--- config.mk ---
export PLATFORM = sky130hd
export DESIGN_NAME = mcpf_queue
export DESIGN_NICKNAME = d
export VERILOG_FILES = /design/src/hw/rtl/mcpf_queue.sv
export SDC_FILE = /design/constraint.sdc
export NUM_CORES = 1
export LEC_CHECK = 0
export BUFFER_PORTS_ARGS = -buffer_cell sky130_fd_sc_hd__buf_2
export CAP_MARGIN = 15
export CORE_MARGIN = 2
export CORE_UTILIZATION = 52
export DETAILED_ROUTE_END_ITERATION = 6
export GPL_TIMING_DRIVEN = 1
export HOLD_SLACK_MARGIN = 0.03
export PLACE_DENSITY = 0.77
export SETUP_SLACK_MARGIN = 0.15
export SYNTH_ARGS = -nofsm -noshare
export SYNTH_HDL_FRONTEND = slang
export SYNTH_SLANG_ARGS = --single-unit
--- constraint.sdc ---
create_clock -name i_clk -period 3.3 [get_ports i_clk]
set_clock_uncertainty 0.2 [all_clocks]
set_input_delay 0.495 -clock i_clk [delete_from_list [all_inputs] [get_ports i_clk]]
set_output_delay 0.495 -clock i_clk [all_outputs]
set_load 0.01 [all_outputs]
--- src/hw/rtl/mcpf_queue.sv ---
// Small first-word-fall-through queue used between the stages of the pipe FIFO.
// Depends on nothing but its type parameter.
module mcpf_queue #(
    parameter type t_word = logic [7:0],
    parameter int  DEPTH  = 2
) (
    input  logic                       i_clk,
    input  logic                       i_rst_n,
    input  logic                       i_push,
    output logic                       o_full,
    input  t_word                      i_wdata,
    input  logic                       i_pop,
    output logic                       o_empty,
    output t_word                      o_rdata,
    output logic [$clog2(DEPTH+1)-1:0] o_count
);
    localparam int PW = (DEPTH > 1) ? $clog2(DEPTH) : 1;
    localparam int CNW = $clog2(DEPTH + 1);

    t_word           r_mem [DEPTH];
    logic [PW-1:0]   r_wp, r_rp, n_wp, n_rp;
    logic [CNW-1:0]  r_cnt;
    logic            do_push, do_pop;

    assign o_full  = (r_cnt == CNW'(DEPTH));
    assign o_empty = (r_cnt == '0);
    assign o_count = r_cnt;
    assign o_rdata = r_mem[r_rp];
    assign do_push = i_push && !o_full;
    assign do_pop  = i_pop && !o_empty;

    // Pointer wrap at the queue depth.
    always_comb begin
        n_wp = (r_wp == PW'(DEPTH - 1)) ? '0 : r_wp + PW'(1);
        n_rp = (r_rp == PW'(DEPTH - 1)) ? '0 : r_rp + PW'(1);
    end

    // Storage is written at the tail.
    always_ff @(posedge i_clk) begin
        if (do_push) begin
            r_mem[r_wp] <= i_wdata;
        end
    end

    // Pointers and occupancy.
    always_ff @(posedge i_clk) begin
        if (!i_rst_n) begin
            r_wp  <= '0;
            r_rp  <= '0;
            r_cnt <= '0;
        end else begin
            if (do_push) begin
                r_wp <= n_wp;
            end
            if (do_pop) begin
                r_rp <= n_rp;
            end
            if (do_push && !do_pop) begin
                r_cnt <= r_cnt + CNW'(1);
            end else if (!do_push && do_pop) begin
                r_cnt <= r_cnt - CNW'(1);
            end
        end
    end
endmodule

==> impl_metrics.json, run 1 <==
{
  "num_antenna_cells": 0,
  "start_util": 0.544,
  "path_cells": "mux2_2, buf_2",
  "cts_tree": "done",
  "dieArea_um2": 1890,
  "crit_buf_inv": 1,
  "routed-wl-met2_um": 681,
  "cts_inserted_buffers": 3,
  "ir_worst_vdd_v": 0.000452,
  "drc": 0,
  "wl_met3_um": 61,
  "tightestPinTransition_ns": 0.721,
  "arrival_ns": 1.37,
  "avgRoutedWirePerCell_um": 13.6,
  "grt_pass1_wl_mm": 1.90,
  "ys_ff_latch": 21,
  "rsz0062_at_grt": "false",
  "dr.pass1.iters": 4,
  "insertion_delay_ns": 0.29,
  "finalCriticalPeriod_ns": 2.06,
  "highest_layer": "met3",
  "slew_headroom": 0.516,
  "cellPowerDensity_nw_per_um2": 754,
  "boundaryPins": 24,
  "layout_commonest_cell": "buf_2",
  "synthCells": 50,
  "cts_resized": 0,
  "final.setup.tns_ns": 0,
  "postCtsHoldBufs": 0,
  "crit_fanout": 8,
  "fin_cells": 92,
  "viasPerCell": 5.17,
  "grt_antenna_before_repair": 0,
  "startpoint_type": "register",
  "yosysWarnings": 0,
  "drt_iter0_drc": 15,
  "synth_flop_cell": "edfxtp_1",
  "fin_crit_sh": 0.625,
  "core_area_um2": 1490,
  "grt_max_degree": 12,
  "total_power_mw": 0.729,
  "cts_sinks": 21,
  "ys_async_sr_fraction": 0,
  "layout-drive-gt1-share": 0.474,
  "drv_cap": 0,
  "m1WireLength_um": 504,
  "hold_violations": 0,
  "critPathMaxStageDelay_ns": 0.55,
  "syn_area_um2": 810,
  "drv_slew": 0,
  "fin_util": 0.649,
  "syn-num-nets": 63,
  "hold_class": "in -> reg",
  "portBuffers": 23,
  "cts_setup_buffers": 0,
  "htreeDepth": 1,
  "yosysSeqAreaShare": 0.717,
  "final_cell_mix": "buf_2, edfxtp_1, mux2_2",
  "rows": 14,
  "clockBufferDepth": 2,
  "outcome": "finished, final reports clean",
  "via_count": 476,
  "crit_family": "flip-flops",
  "avgSynthCellArea_um2": 16.2,
  "cts-root-buf": "clkbuf_4",
  "clkSlewWorstSetupHoldPaths_ns": 0.11,
  "ant_nets": 0,
  "overflow": 0,
  "clock.fmax_mhz": 485,
  "area_delta_synth_final_pct": 19.3,
  "synth_cell_types": 20,
  "synth-edff-count": 16,
  "dieWidth_um": 43.5,
  "setup_viol": 0,
  "path_class": "reg -> out",
  "dp.cells": 88,
  "grt_usage": 0.150,
  "slowest_stage": "dfxtp_1",
  "end_kind": "output pin",
  "fp.dieH_um": 43.5,
  "wirelength_mm": 1.25,
  "leakagePower_nw": 0.389,
  "first_global_vias": 419,
  "place.detailed.hpwl_um": 891,
  "finalWeightedCongestion": 0.688,
  "cp.required_ns": 2.60,
  "nNetsFinal": 90
}
-- metal layers --
metal | track usage | vias to the layer above
met5 | 0 | -
met4 | 0.0909 | 0
met1 | 0.166 | 224
met2 | 0.236 | 15
li1 | - | 237
met3 | 0.0708 | 0
-- through the flow --
step,hold slack [ns],setup WS (ns),instance area [um2]
6_report,0.184,1.24,966
3_5_place_dp,0.324,1.47,940
3_3_place_gp,0.318,1.50,940
5_1_grt,0.146,1.15,966
4_1_cts,0.172,1.20,966
2_1_floorplan,0.339,1.55,810
-- worst register-to-register path, cell delays in order, from the launching register on --
cell and delay (ns):
dfxtp_1 0.46, nand2b_1 0.19, inv_2 0.06, nor3_2 0.55
-- path summary, 6_finish.rpt --
| path | startpoint | end | slack, ns | cells after the start |
|---|---|---|---|---|
| worst min register to register | o_count[1] | o_count[1] | 0.35 | 2 |
| worst min-delay path | i_wdata[1] | r_mem[0][1] | 0.18 | 1 |
| worst max register to register | o_count[0] | r_mem[0][6] | 1.49 | 3 |
| worst max-delay path | register | o_rdata[5] | 1.24 | 2 |
-- Yosys cell counts, types with 2 or more instances --
cell type | count | area share
nor2_1 | 2 | 0.0093
mux2_2 | 8 | 0.11
and2_1 | 3 | 0.023
dfxtp_1 | 5 | 0.12
edfxtp_1 | 16 | 0.59
xnor2_1 | 2 | 0.022
-- final cells by class --
class	count	area (um2)
repair buffers	23	115
clock buffers	4	26.3
flip-flops and latches	21	581
fillers	106	523
multi-input cells	26	216
inverters	2	7.51
well taps	16	20.0
-- kinds of logic (layout without fill, tap and decap cells) --
kind of cell / Yosys count / in the layout / share of synthesized area
flip-flops: 21 / 21 / 0.717
AND/OR/NAND/NOR: 9 / 9 / 0.0680
multiplexers: 8 / 8 / 0.111
AO/OA/AOI/OAI: 5 / 5 / 0.0402
XOR/XNOR: 3 / 3 / 0.0325
buffers and inverters: 3 / 29 / 0.0154
adder cells (fa/ha/maj): 1 / 1 / 0.0155
-- registers in the layout, indices dropped and copies added, names as in the netlist, named ones only --
signal,flops
r_mem,16
o_count,2
r_rp,1
r_wp,1
-- where the power goes --
group	switching, mW	internal [mW]	leakage (nW)
logic	0.115	0.121	0.183
registers	0.0388	0.338	0.191
clock network	0.0699	0.0470	0.0150
total	0.223	0.505	0.389
Note: power is estimated with default switching activity, not from simulation.
==> run 2, diff against run 1 <==
Settings changed: ABC_AREA set to 1, CORE_UTILIZATION 52 to 48, PLACE_DENSITY 0.77 to 0.72.
Clock period 3.3 ns to 1.9 ns, I/O delays scaled along.
==> impl_metrics.json, run 2 <==
{
  "outcome": "finished, final reports clean",
  "avgRoutedWirePerCell_um": 11.1,
  "place.detailed.hpwl_um": 955,
  "setup_viol": 0,
  "core_area_um2": 1560,
  "final_cell_mix": "buf_2, edfxtp_1, nor2_1",
  "num_antenna_cells": 0,
  "r2r_slack_ns": 0.30,
  "clkSlewWorstSetupHoldPaths_ns": 0.10,
  "dieArea_um2": 2060,
  "synthCells": 63,
  "dieWidth_um": 45.4,
  "path_class": "reg -> out",
  "syn_area_um2": 823,
  "ys_ff_latch": 21,
  "grt_pass1_wl_mm": 2.18,
  "rows": 14,
  "final_area_um2": 1100,
  "fin_cells": 117,
  "insertion_delay_ns": 0.29,
  "dr.pass1.iters": 4,
  "cellPowerDensity_nw_per_um2": 1180,
  "fp.dieH_um": 45.4,
  "portBuffers": 23,
  "nNetsFinal": 115,
  "tightestPinTransition_ns": 0.157,
  "fin_crit_sh": 0.888,
  "ys_async_sr_fraction": 0,
  "ant_nets": 0,
  "avgSynthCellArea_um2": 13.1,
  "grt_antenna_before_repair": 0,
  "slew_headroom": 0.894,
  "final.setup.tns_ns": 0,
  "htreeDepth": 1,
  "cts_sinks": 21,
  "yosysMostFrequentCell": "edfxtp_1",
  "arrival_ns": 1.20,
  "start_util": 0.528,
  "dp.cells": 105,
  "drc": 0,
  "drt_iter0_drc": 4,
  "synth_top_area_cell": "edfxtp_1",
  "synth_cell_types": 15,
  "crit_fanout": 8,
  "cts-root-buf": "clkbuf_4",
  "rsz0062_at_grt": "false",
  "wirelength_mm": 1.30,
  "grt_max_degree": 12,
  "layout-drive-gt1-share": 0.436,
  "cts_inserted_buffers": 3,
  "detailed_place.area_um2": 983,
  "finalWeightedCongestion": 0.780,
  "via_count": 565,
  "area_delta_synth_final_pct": 33.6,
  "yosysSeqAreaShare": 0.705,
  "overflow": 0,
  "synth_flop_cell": "edfxtp_1",
  "synthTopCellsByArea": "edfxtp_1, dfxtp_1, mux2_2",
  "drv_slew": 0,
  "end_kind": "output pin",
  "finalCriticalPeriod_ns": 1.69,
  "drv_cap": 0,
  "viasPerCell": 4.83,
  "syn-num-nets": 76,
  "hold_violations": 0,
  "largest_register_ffs": 16,
  "fin_ws_ns": 0.213,
  "leakagePower_nw": 0.476,
  "cts_tree": "done",
  "largest-register": "r_mem",
  "startpoint_type": "register",
  "ir_worst_vdd_v": 0.000812,
  "synth.top_cell.area_share": 0.584,
  "clock.fmax_mhz": 593,
  "hold_class": "in -> reg",
  "first_global_vias": 559,
  "dp_slack_ns": 0.272,
  "cp.required_ns": 1.41,
  "grt_usage": 0.154,
  "yosysWarnings": 0,
  "synth-edff-count": 16,
  "clockBufferDepth": 2,
  "synthTopCellsByCount": "edfxtp_1, nor2_1, inv_1, mux2_2, nand2_1",
  "boundaryPins": 24,
  "layout_commonest_cell": "buf_2"
}
## run 2: cell count changes in the layout (fill, tap and decap cells not counted), sizes merged, moves of 2 or more
cell / previous run / this run
and2: 3 / 0
buf: 23 / 27
nor2: 2 / 11
xnor2: 2 / 0
a21boi: 2 / 0
inv: 2 / 9
dlygate4sd3: 0 / 8
nand2: 0 / 6
## run 2: through the flow
| stage | hold slack, ns | utilization | total power [mW] |
|---|---|---|---|
| 5_1_grt | 0.0329 | 0.705 | 1.39 |
| 4_1_cts | 0.0318 | 0.701 | 1.30 |
| 3_5_place_dp | 0.276 | 0.631 | 1.08 |
| 3_3_place_gp | 0.272 | 0.631 | 1.07 |
| 2_1_floorplan | 0.184 | - | 0.916 |
| 6_report | 0.0426 | 0.705 | 1.29 |
## run 2: layout make-up
class                           instances  area (um2)
Timing Repair Buffer                   35         225
Fill cell                             111         459
Sequential cell                        21         587
Multi-Input combinational cell         32         208
Clock buffer                            4        26.3
Tap cell                               16        20.0
Inverter                                9        33.8
## run 2: power breakdown
| group | switching [mW] | leakage [nW] | internal (mW) |
|---|---|---|---|
| Clock | 0.118 | 0.0150 | 0.0816 |
| Combinational | 0.229 | 0.269 | 0.211 |
| Sequential | 0.0596 | 0.192 | 0.594 |
| Total | 0.406 | 0.476 | 0.886 |
## run 2: cell families (layout without fill, tap and decap cells)
kind of cell,after synthesis,count (layout),share of synthesized area
adder cells (fa/ha/maj),1,1,0.0152
AND/OR/NAND/NOR,19,19,0.0942
AO/OA/AOI/OAI,4,4,0.0289
multiplexers,8,8,0.109
flip-flops,21,21,0.705
buffers and inverters,10,48,0.0471
## run 2: path summary, 6_finish.rpt
check / startpoint / to / depth (start not counted)
worst max register to register: o_count[1] / o_count[1] / 8
worst min register to register: o_count[0] / o_count[0] / 2
worst max-delay path: register / o_rdata[3] / 2
worst min-delay path: i_rst_n / o_count[1] / 3
## run 2: per-layer routing
layer / track usage / vias to the layer above / share of wire
met1: 0.170 / 262 / 0.42
met2: 0.268 / 14 / 0.54
met5: 0 / - / 0
li1: - / 289 / -
met3: 0.0476 / 0 / 0.044
met4: 0.0706 / 0 / 0
## run 2: timing repair
item	in CTS	in global routing
resized for setup	2	3
hold endpoints to repair	16	0
setup buffers	0	0
endpoints found under the setup margin	8	2
hold buffers	8	0
## run 2: worst max-delay path: stages, from the launching register on
cell and delay [ns]:
dfxtp_4 0.43, mux2_2 0.34, buf_2 0.14
