File: src/hw/rtl/mcpf_pkg.sv
// Package for the multi-channel pipe FIFO: word types, status and command codes.
// Used by the front end, the back end and the top level; depends on nothing.
package mcpf_pkg;

    // Handles are given out from this window of values.
    localparam logic [7:0] HANDLE_FIRST = 8'd100;
    localparam int         HANDLE_SPAN  = 100;
    localparam int         HIDX_W       = 7;

    // Channel index field of a command, wide enough for up to 64 channels.
    localparam int         CHAN_IDX_W   = 6;

    typedef enum logic [1:0] {
        ACT_CREATE = 2'd0,
        ACT_WRITE  = 2'd1,
        ACT_READ   = 2'd2,
        ACT_CLOSE  = 2'd3
    } t_action;

    typedef enum logic [2:0] {
        ST_OK       = 3'd0,
        ST_EOD      = 3'd1,
        ST_NOTPIPE  = 3'd2,
        ST_BLOCK    = 3'd3,
        ST_BROKEN   = 3'd4,
        ST_NOSLOT   = 3'd5,
        ST_NOHANDLE = 3'd6
    } t_status;

    typedef enum logic [1:0] {
        CMD_REPORT = 2'd0,
        CMD_CREATE = 2'd1,
        CMD_WRITE  = 2'd2,
        CMD_READ   = 2'd3
    } t_cmd_op;

    typedef enum logic {
        B_IDLE  = 1'b0,
        B_BURST = 1'b1
    } t_back_state;

    typedef struct packed {
        logic [1:0] action;
        logic [7:0] handle;
        logic [7:0] data_in;
        logic [6:0] length;
    } t_item;

    typedef struct packed {
        t_status    status;
        logic [7:0] data_out;
        logic [7:0] read_handle;
        logic [7:0] write_handle;
        logic       last;
    } t_result;

    // Classified word passed from the front to the back.
    typedef struct packed {
        t_cmd_op               op;
        t_status               status;
        logic [CHAN_IDX_W-1:0] chan;
        logic [7:0]            rh;
        logic [7:0]            wh;
        logic [7:0]            data;
        logic [6:0]            len;
        logic                  wopen;
    } t_cmd;

endpackage

File: src/hw/rtl/mcpf_front.sv
// Front end of the pipe FIFO: takes each word, resolves handles against the end table
// and hands a classified command on. Depends on mcpf_pkg.
module mcpf_front #(
    parameter int CHANNELS = 16
) (
    input  logic            i_clk,
    input  logic            i_rst_n,
    input  logic            push,
    output logic            full,
    input  mcpf_pkg::t_item i_item,
    output logic            o_cmd_push,
    input  logic            i_cmd_full,
    output mcpf_pkg::t_cmd  o_cmd
);
    localparam int CW = (CHANNELS > 1) ? $clog2(CHANNELS) : 1;

    logic                                 r_valid;
    mcpf_pkg::t_item                      r_item;
    logic [7:0]                           r_rh [CHANNELS];
    logic [7:0]                           r_wh [CHANNELS];
    logic [CHANNELS-1:0]                  r_ro, r_wo;
    logic [mcpf_pkg::HANDLE_SPAN-1:0]     r_used;

    logic                                 go;
    logic                                 hit, hit_rd;
    logic [CW-1:0]                        hit_ch;
    logic                                 slot_ok;
    logic [CW-1:0]                        slot;
    logic                                 have1, have2;
    logic [mcpf_pkg::HIDX_W-1:0]          f1, f2;
    logic [7:0]                           hoff;
    mcpf_pkg::t_cmd                       cmd;

    assign full       = r_valid;
    assign go         = r_valid && !i_cmd_full;
    assign o_cmd_push = go;
    assign o_cmd      = cmd;
    assign hoff       = r_item.handle - mcpf_pkg::HANDLE_FIRST;

    // Handle lookup: lowest channel wins, read end before write end.
    always_comb begin
        hit    = 1'b0;
        hit_rd = 1'b0;
        hit_ch = '0;
        for (int c = CHANNELS - 1; c >= 0; c--) begin
            if (r_wo[c] && (r_wh[c] == r_item.handle)) begin
                hit    = 1'b1;
                hit_rd = 1'b0;
                hit_ch = CW'(c);
            end
            if (r_ro[c] && (r_rh[c] == r_item.handle)) begin
                hit    = 1'b1;
                hit_rd = 1'b1;
                hit_ch = CW'(c);
            end
        end
    end

    // Lowest channel with both ends closed.
    always_comb begin
        slot_ok = 1'b0;
        slot    = '0;
        for (int c = CHANNELS - 1; c >= 0; c--) begin
            if (!r_ro[c] && !r_wo[c]) begin
                slot_ok = 1'b1;
                slot    = CW'(c);
            end
        end
    end

    // The two lowest handles that no open end holds.
    always_comb begin
        have1 = 1'b0;
        have2 = 1'b0;
        f1    = '0;
        f2    = '0;
        for (int i = mcpf_pkg::HANDLE_SPAN - 1; i >= 0; i--) begin
            if (!r_used[i]) begin
                have2 = have1;
                have1 = 1'b1;
                f2    = f1;
                f1    = mcpf_pkg::HIDX_W'(i);
            end
        end
    end

    // Classification of the held word.
    always_comb begin
        cmd        = '0;
        cmd.op     = mcpf_pkg::CMD_REPORT;
        cmd.status = mcpf_pkg::ST_OK;
        cmd.data   = r_item.data_in;
        cmd.len    = r_item.length;
        case (mcpf_pkg::t_action'(r_item.action))
            mcpf_pkg::ACT_CREATE: begin
                if (!slot_ok) begin
                    cmd.status = mcpf_pkg::ST_NOSLOT;
                end else if (!have2) begin
                    cmd.status = mcpf_pkg::ST_NOHANDLE;
                end else begin
                    cmd.op   = mcpf_pkg::CMD_CREATE;
                    cmd.chan = mcpf_pkg::CHAN_IDX_W'(slot);
                    cmd.rh   = mcpf_pkg::HANDLE_FIRST + 8'(f1);
                    cmd.wh   = mcpf_pkg::HANDLE_FIRST + 8'(f2);
                end
            end
            mcpf_pkg::ACT_WRITE: begin
                if (!hit || hit_rd) begin
                    cmd.status = mcpf_pkg::ST_NOTPIPE;
                end else if (!r_ro[hit_ch]) begin
                    cmd.status = mcpf_pkg::ST_BROKEN;
                end else begin
                    cmd.op   = mcpf_pkg::CMD_WRITE;
                    cmd.chan = mcpf_pkg::CHAN_IDX_W'(hit_ch);
                end
            end
            mcpf_pkg::ACT_READ: begin
                if (!hit || !hit_rd) begin
                    cmd.status = mcpf_pkg::ST_NOTPIPE;
                end else begin
                    cmd.op    = mcpf_pkg::CMD_READ;
                    cmd.chan  = mcpf_pkg::CHAN_IDX_W'(hit_ch);
                    cmd.wopen = r_wo[hit_ch];
                end
            end
            mcpf_pkg::ACT_CLOSE: begin
                if (!hit) begin
                    cmd.status = mcpf_pkg::ST_NOTPIPE;
                end
            end
            default: begin
                cmd.status = mcpf_pkg::ST_NOTPIPE;
            end
        endcase
    end

    // Input holding register.
    always_ff @(posedge i_clk) begin
        if (!i_rst_n) begin
            r_valid <= 1'b0;
        end else if (push && !r_valid) begin
            r_valid <= 1'b1;
        end else if (go) begin
            r_valid <= 1'b0;
        end
    end

    always_ff @(posedge i_clk) begin
        if (push && !r_valid) begin
            r_item <= i_item;
        end
    end

    // End table: handles, open flags and the in-use map of handles.
    always_ff @(posedge i_clk) begin
        if (!i_rst_n) begin
            r_ro   <= '0;
            r_wo   <= '0;
            r_used <= '0;
            for (int c = 0; c < CHANNELS; c++) begin
                r_rh[c] <= '0;
                r_wh[c] <= '0;
            end
        end else if (go) begin
            if (cmd.op == mcpf_pkg::CMD_CREATE) begin
                r_ro[slot]   <= 1'b1;
                r_wo[slot]   <= 1'b1;
                r_rh[slot]   <= cmd.rh;
                r_wh[slot]   <= cmd.wh;
                r_used[f1]   <= 1'b1;
                r_used[f2]   <= 1'b1;
            end else if ((mcpf_pkg::t_action'(r_item.action) == mcpf_pkg::ACT_CLOSE)
                         && hit) begin
                if (hit_rd) begin
                    r_ro[hit_ch] <= 1'b0;
                end else begin
                    r_wo[hit_ch] <= 1'b0;
                end
                r_used[hoff[mcpf_pkg::HIDX_W-1:0]] <= 1'b0;
            end
        end
    end
endmodule

File: config.mk
export PLATFORM = sky130hd
export DESIGN_NAME = mcpf_front
export DESIGN_NICKNAME = d
export VERILOG_FILES = /design/src/hw/rtl/mcpf_pkg.sv /design/src/hw/rtl/mcpf_front.sv
export SDC_FILE = /design/constraint.sdc
export NUM_CORES = 2
export LEC_CHECK = 0
export ABC_AREA = 1
export BUFFER_PORTS_ARGS = -buffer_cell sky130_fd_sc_hd__buf_4
export CAP_MARGIN = 20
export CORE_MARGIN = 8
export CORE_UTILIZATION = 45
export CTS_CLUSTER_SIZE = 25
export DETAILED_ROUTE_END_ITERATION = 6
export SETUP_SLACK_MARGIN = 0.4
export SKIP_LAST_GASP = 1
export SLEW_MARGIN = 10
export SYNTH_ARGS = -nofsm -noshare
export SYNTH_HDL_FRONTEND = slang
export SYNTH_SLANG_ARGS = --single-unit
File: constraint.sdc
create_clock -name i_clk -period 20.7 [get_ports i_clk]
set_input_delay 4.14 -clock i_clk [delete_from_list [all_inputs] [get_ports i_clk]]
set_output_delay 4.14 -clock i_clk [all_outputs]
set_load 0.05 [all_outputs]
==> results.cfg <==
[run_status]
status = complete, no violations

[logic_synthesis]
synthTopCellsByCount = 1719 x nand2_1, 800 x nor2_1, 627 x inv_1
yosys_most_used_dff = edfxtp_1
synth-simple-area-share = 0.367
synthXorXnorAreaFrac = 0.0195
synthArstFlopShare = 0
syn_area_sq_mm = 0.0377
yosysUniqueCellTypes = 71
synth_edf_count = 281
yosysWarningCount = 0
synth-compound-area-share = 0.152
synth_fa_ha_area_frac = 0.000995
synthCells = 5757
ys_ff_latch = 414
synth_top_family_by_area = simple AND/OR/NAND/NOR gates
synth_largest_area_cell = edfxtp_1
muxShareOfSynthArea = 0
syn_avg_cell_area_sq_um = 6.55
netlist.area_leader.share = 0.224
yosys.cell_count.top_type = nand2_1
ys_seq_area_frac = 0.294
netlist_top_cells_area = edfxtp_1 22%, nand2_1 17%, nor2_1 8.0%, dfxtp_1 7.1%, inv_1 6.2%

[power_and_ir_drop]
seq_power_share = 0.474
pwr-share-clk = 0.427
power_frac_comb = 0.099
power.density_mw_per_mm2 = 52.0
power_w = 0.00196
sw_frac_of_total = 0.267
p_leak_nw = 14.3
power_switching_w = 0.000525
vdd_ir_drop_max_uv = 62.7
cellInternalPower_w = 0.00144

[cts]
clk_latency_ps = 610
cts_tree = built
clk_pin_slew_worst_paths_ps = 60
postCtsSetupBuffers = 0
cts.sinks = 414
cts_resized = 0
ctsHoldBuffers = 0
htree_levels = 2
root_buffer = clkbuf_16
clockBufferDepth = 3
cts_buffers = 47

[worst_setup_path]
cp.arrival_ps = 10260
crit_path_top_delay_cell = nand2_4
start_kind = flip-flop
cpMostUsedCell = nand2_2
setup.worst_path.end_class = output port
critPathMaxFanout = 50
criticalPathCategory = reg2out
cp_slowest_stage_delay_ps = 540
worstPathRequired_ps = 16560

[route]
dr_total_vias = 36700
viasPerCell = 5.49
wl_mm = 117
drt_pass1_iterations = 6
ant_nets = 0
drc = 0
drt_iter0_markers = 3519
detail_route.wl_per_cell_um = 17.6

[timing]
tns_ps = 0
finalCriticalPeriod_ps = 14400
skew_ps = 32.1
hold_violations = 0
setup_viol = 0
max_freq_mhz = 69.5
worst_slack_ps = 6300
post-route-period-util = 0.695
rsz0062_at_grt = false
slew_headroom = 0.192
drv_slew = 0
tightest_slew_ps = 1210

[global_routing]
grt_pass1_vias = 32800
grt_pass1_wl_mm = 185
antenna_found_initial = 0
grt_overflow = 0
grt_usage = 0.241
grt_max_degree = 109

[placement]
gp_congestion = 0.943
pre_cts_ws_ps = 7000
io_buffer_count = 71
hpwl_mm = 78.6
dpl.cell_count = 6589

[cells_and_area]
fin_cells = 6676
layout.nets = 5592
insertedDiodeCount = 0
post-route-util = 0.454
fill_cells = 8802
drive_above_1_share = 0.0851
areaGrowthSynthToFinish_pct = 0.192

[floorplan]
die_height_um = 306
initial_utilization = 0.453
dieArea_sq_mm = 0.0934
die_w_um = 306
core_area_sq_mm = 0.0833
core.rowCount = 106
io_pins = 74

[flow_run]
maxCapViolations = 0

[worst_hold_path]
min_path_type = reg2reg
worst paths after layout:
| kind | slack [ps] | cells after the start | endpoint | from |
|---|---|---|---|---|
| setup reg to reg | 10240 | 66 | r_wh[13][4] | r_used[94] |
| setup / recovery | 6300 | 104 | o_cmd[16] | r_used[98] |
| hold / removal | 510 | 2 | r_ro[1] | r_ro[1] |
| hold reg to reg | 510 | 2 | r_ro[1] | r_ro[1] |
state kept, by name, indices dropped and copies added, names as in the netlist:
name / flops
full: 1
r_rh: 128
r_wh: 128
r_ro: 16
r_wo: 16
o_cmd: 15
r_used: 100
r_item: 10
cell type report:
| cell class | instances | area [sq um] | share of cell area |
|---|---|---|---|
| multi-input cells | 4311 | 20400 | 0.540 |
| flip-flops and latches | 414 | 11100 | 0.294 |
| inverters | 664 | 2500 | 0.0661 |
| well taps | 1080 | 1350 | 0.0357 |
| clock buffers | 65 | 1290 | 0.0343 |
| repair buffers | 122 | 943 | 0.0250 |
| clock inverters | 20 | 208 | 0.00549 |
critical path: cells and delay by family (launching register included):
family / cells / cell delay (ps)
flip-flops: 1 / 470
buffers and inverters: 3 / 760
AND/OR/NAND/NOR: 101 / 8350
per-stage QoR:
step / hold WS, ps / cell area (sq um)
finish: 508 / 37800
detailed placement: 499 / 36300
CTS: 508 / 37800
global placement: 499 / 36300
floorplan: 466 / 37700
global route: 541 / 37800
metal layers:
layer | up-vias | global-route usage | wire (um)
met5 | - | 0 | 0
met4 | 0 | 0.0623 | 2810
met3 | 173 | 0.0274 | 8300
met2 | 1260 | 0.381 | 52000
met1 | 17000 | 0.348 | 54300
li1 | 18200 | - | -
power by group through the flow:
stage	Clock (W)	Combinational [W]	Sequential, W
after floorplan	0	0.000155	0.000940
after global placement	0	0.000190	0.000947
after detailed placement	0	0.000192	0.000947
after CTS	0.000847	0.000192	0.000930
after global routing	0.000878	0.000212	0.000933
final	0.000839	0.000195	0.000930
kinds of logic after synthesis:
| logic type | count (synthesis) |
|---|---|
| adder cells (fa/ha/maj) | 3 |
| AO/OA/AOI/OAI | 972 |
| flip-flops | 414 |
| buffers and inverters | 1033 |
| other | 1 |
| AND/OR/NAND/NOR | 3250 |
| XOR/XNOR | 84 |
cells in the final DEF (no fill, tap or decap), types with 18 or more instances in the layout:
| cell type | Yosys | layout |
|---|---|---|
| xnor2_1 | 27 | 27 |
| a31oi_1 | 23 | 23 |
| dfxtp_1 | 133 | 133 |
| nor2_2 | 33 | 36 |
| nand3_1 | 388 | 388 |
| clkbuf_16 | 0 | 48 |
| a21oi_2 | 78 | 78 |
| nand2_1 | 1719 | 1719 |
| o31ai_1 | 31 | 31 |
| a211oi_1 | 22 | 22 |
| inv_2 | 18 | 20 |
| nand4_1 | 94 | 94 |
| o22ai_1 | 58 | 58 |
| buf_4 | 33 | 120 |
| o21ai_0 | 281 | 281 |
| a221oi_1 | 18 | 18 |
| nor3_1 | 49 | 49 |
| inv_1 | 627 | 623 |
| clkinv_1 | 18 | 27 |
| nor2_1 | 800 | 794 |
| edfxtp_1 | 281 | 281 |
| a21oi_1 | 386 | 385 |
| xor2_1 | 57 | 57 |
| nand2_2 | 89 | 88 |
Power figures use the tool's default switching activity.
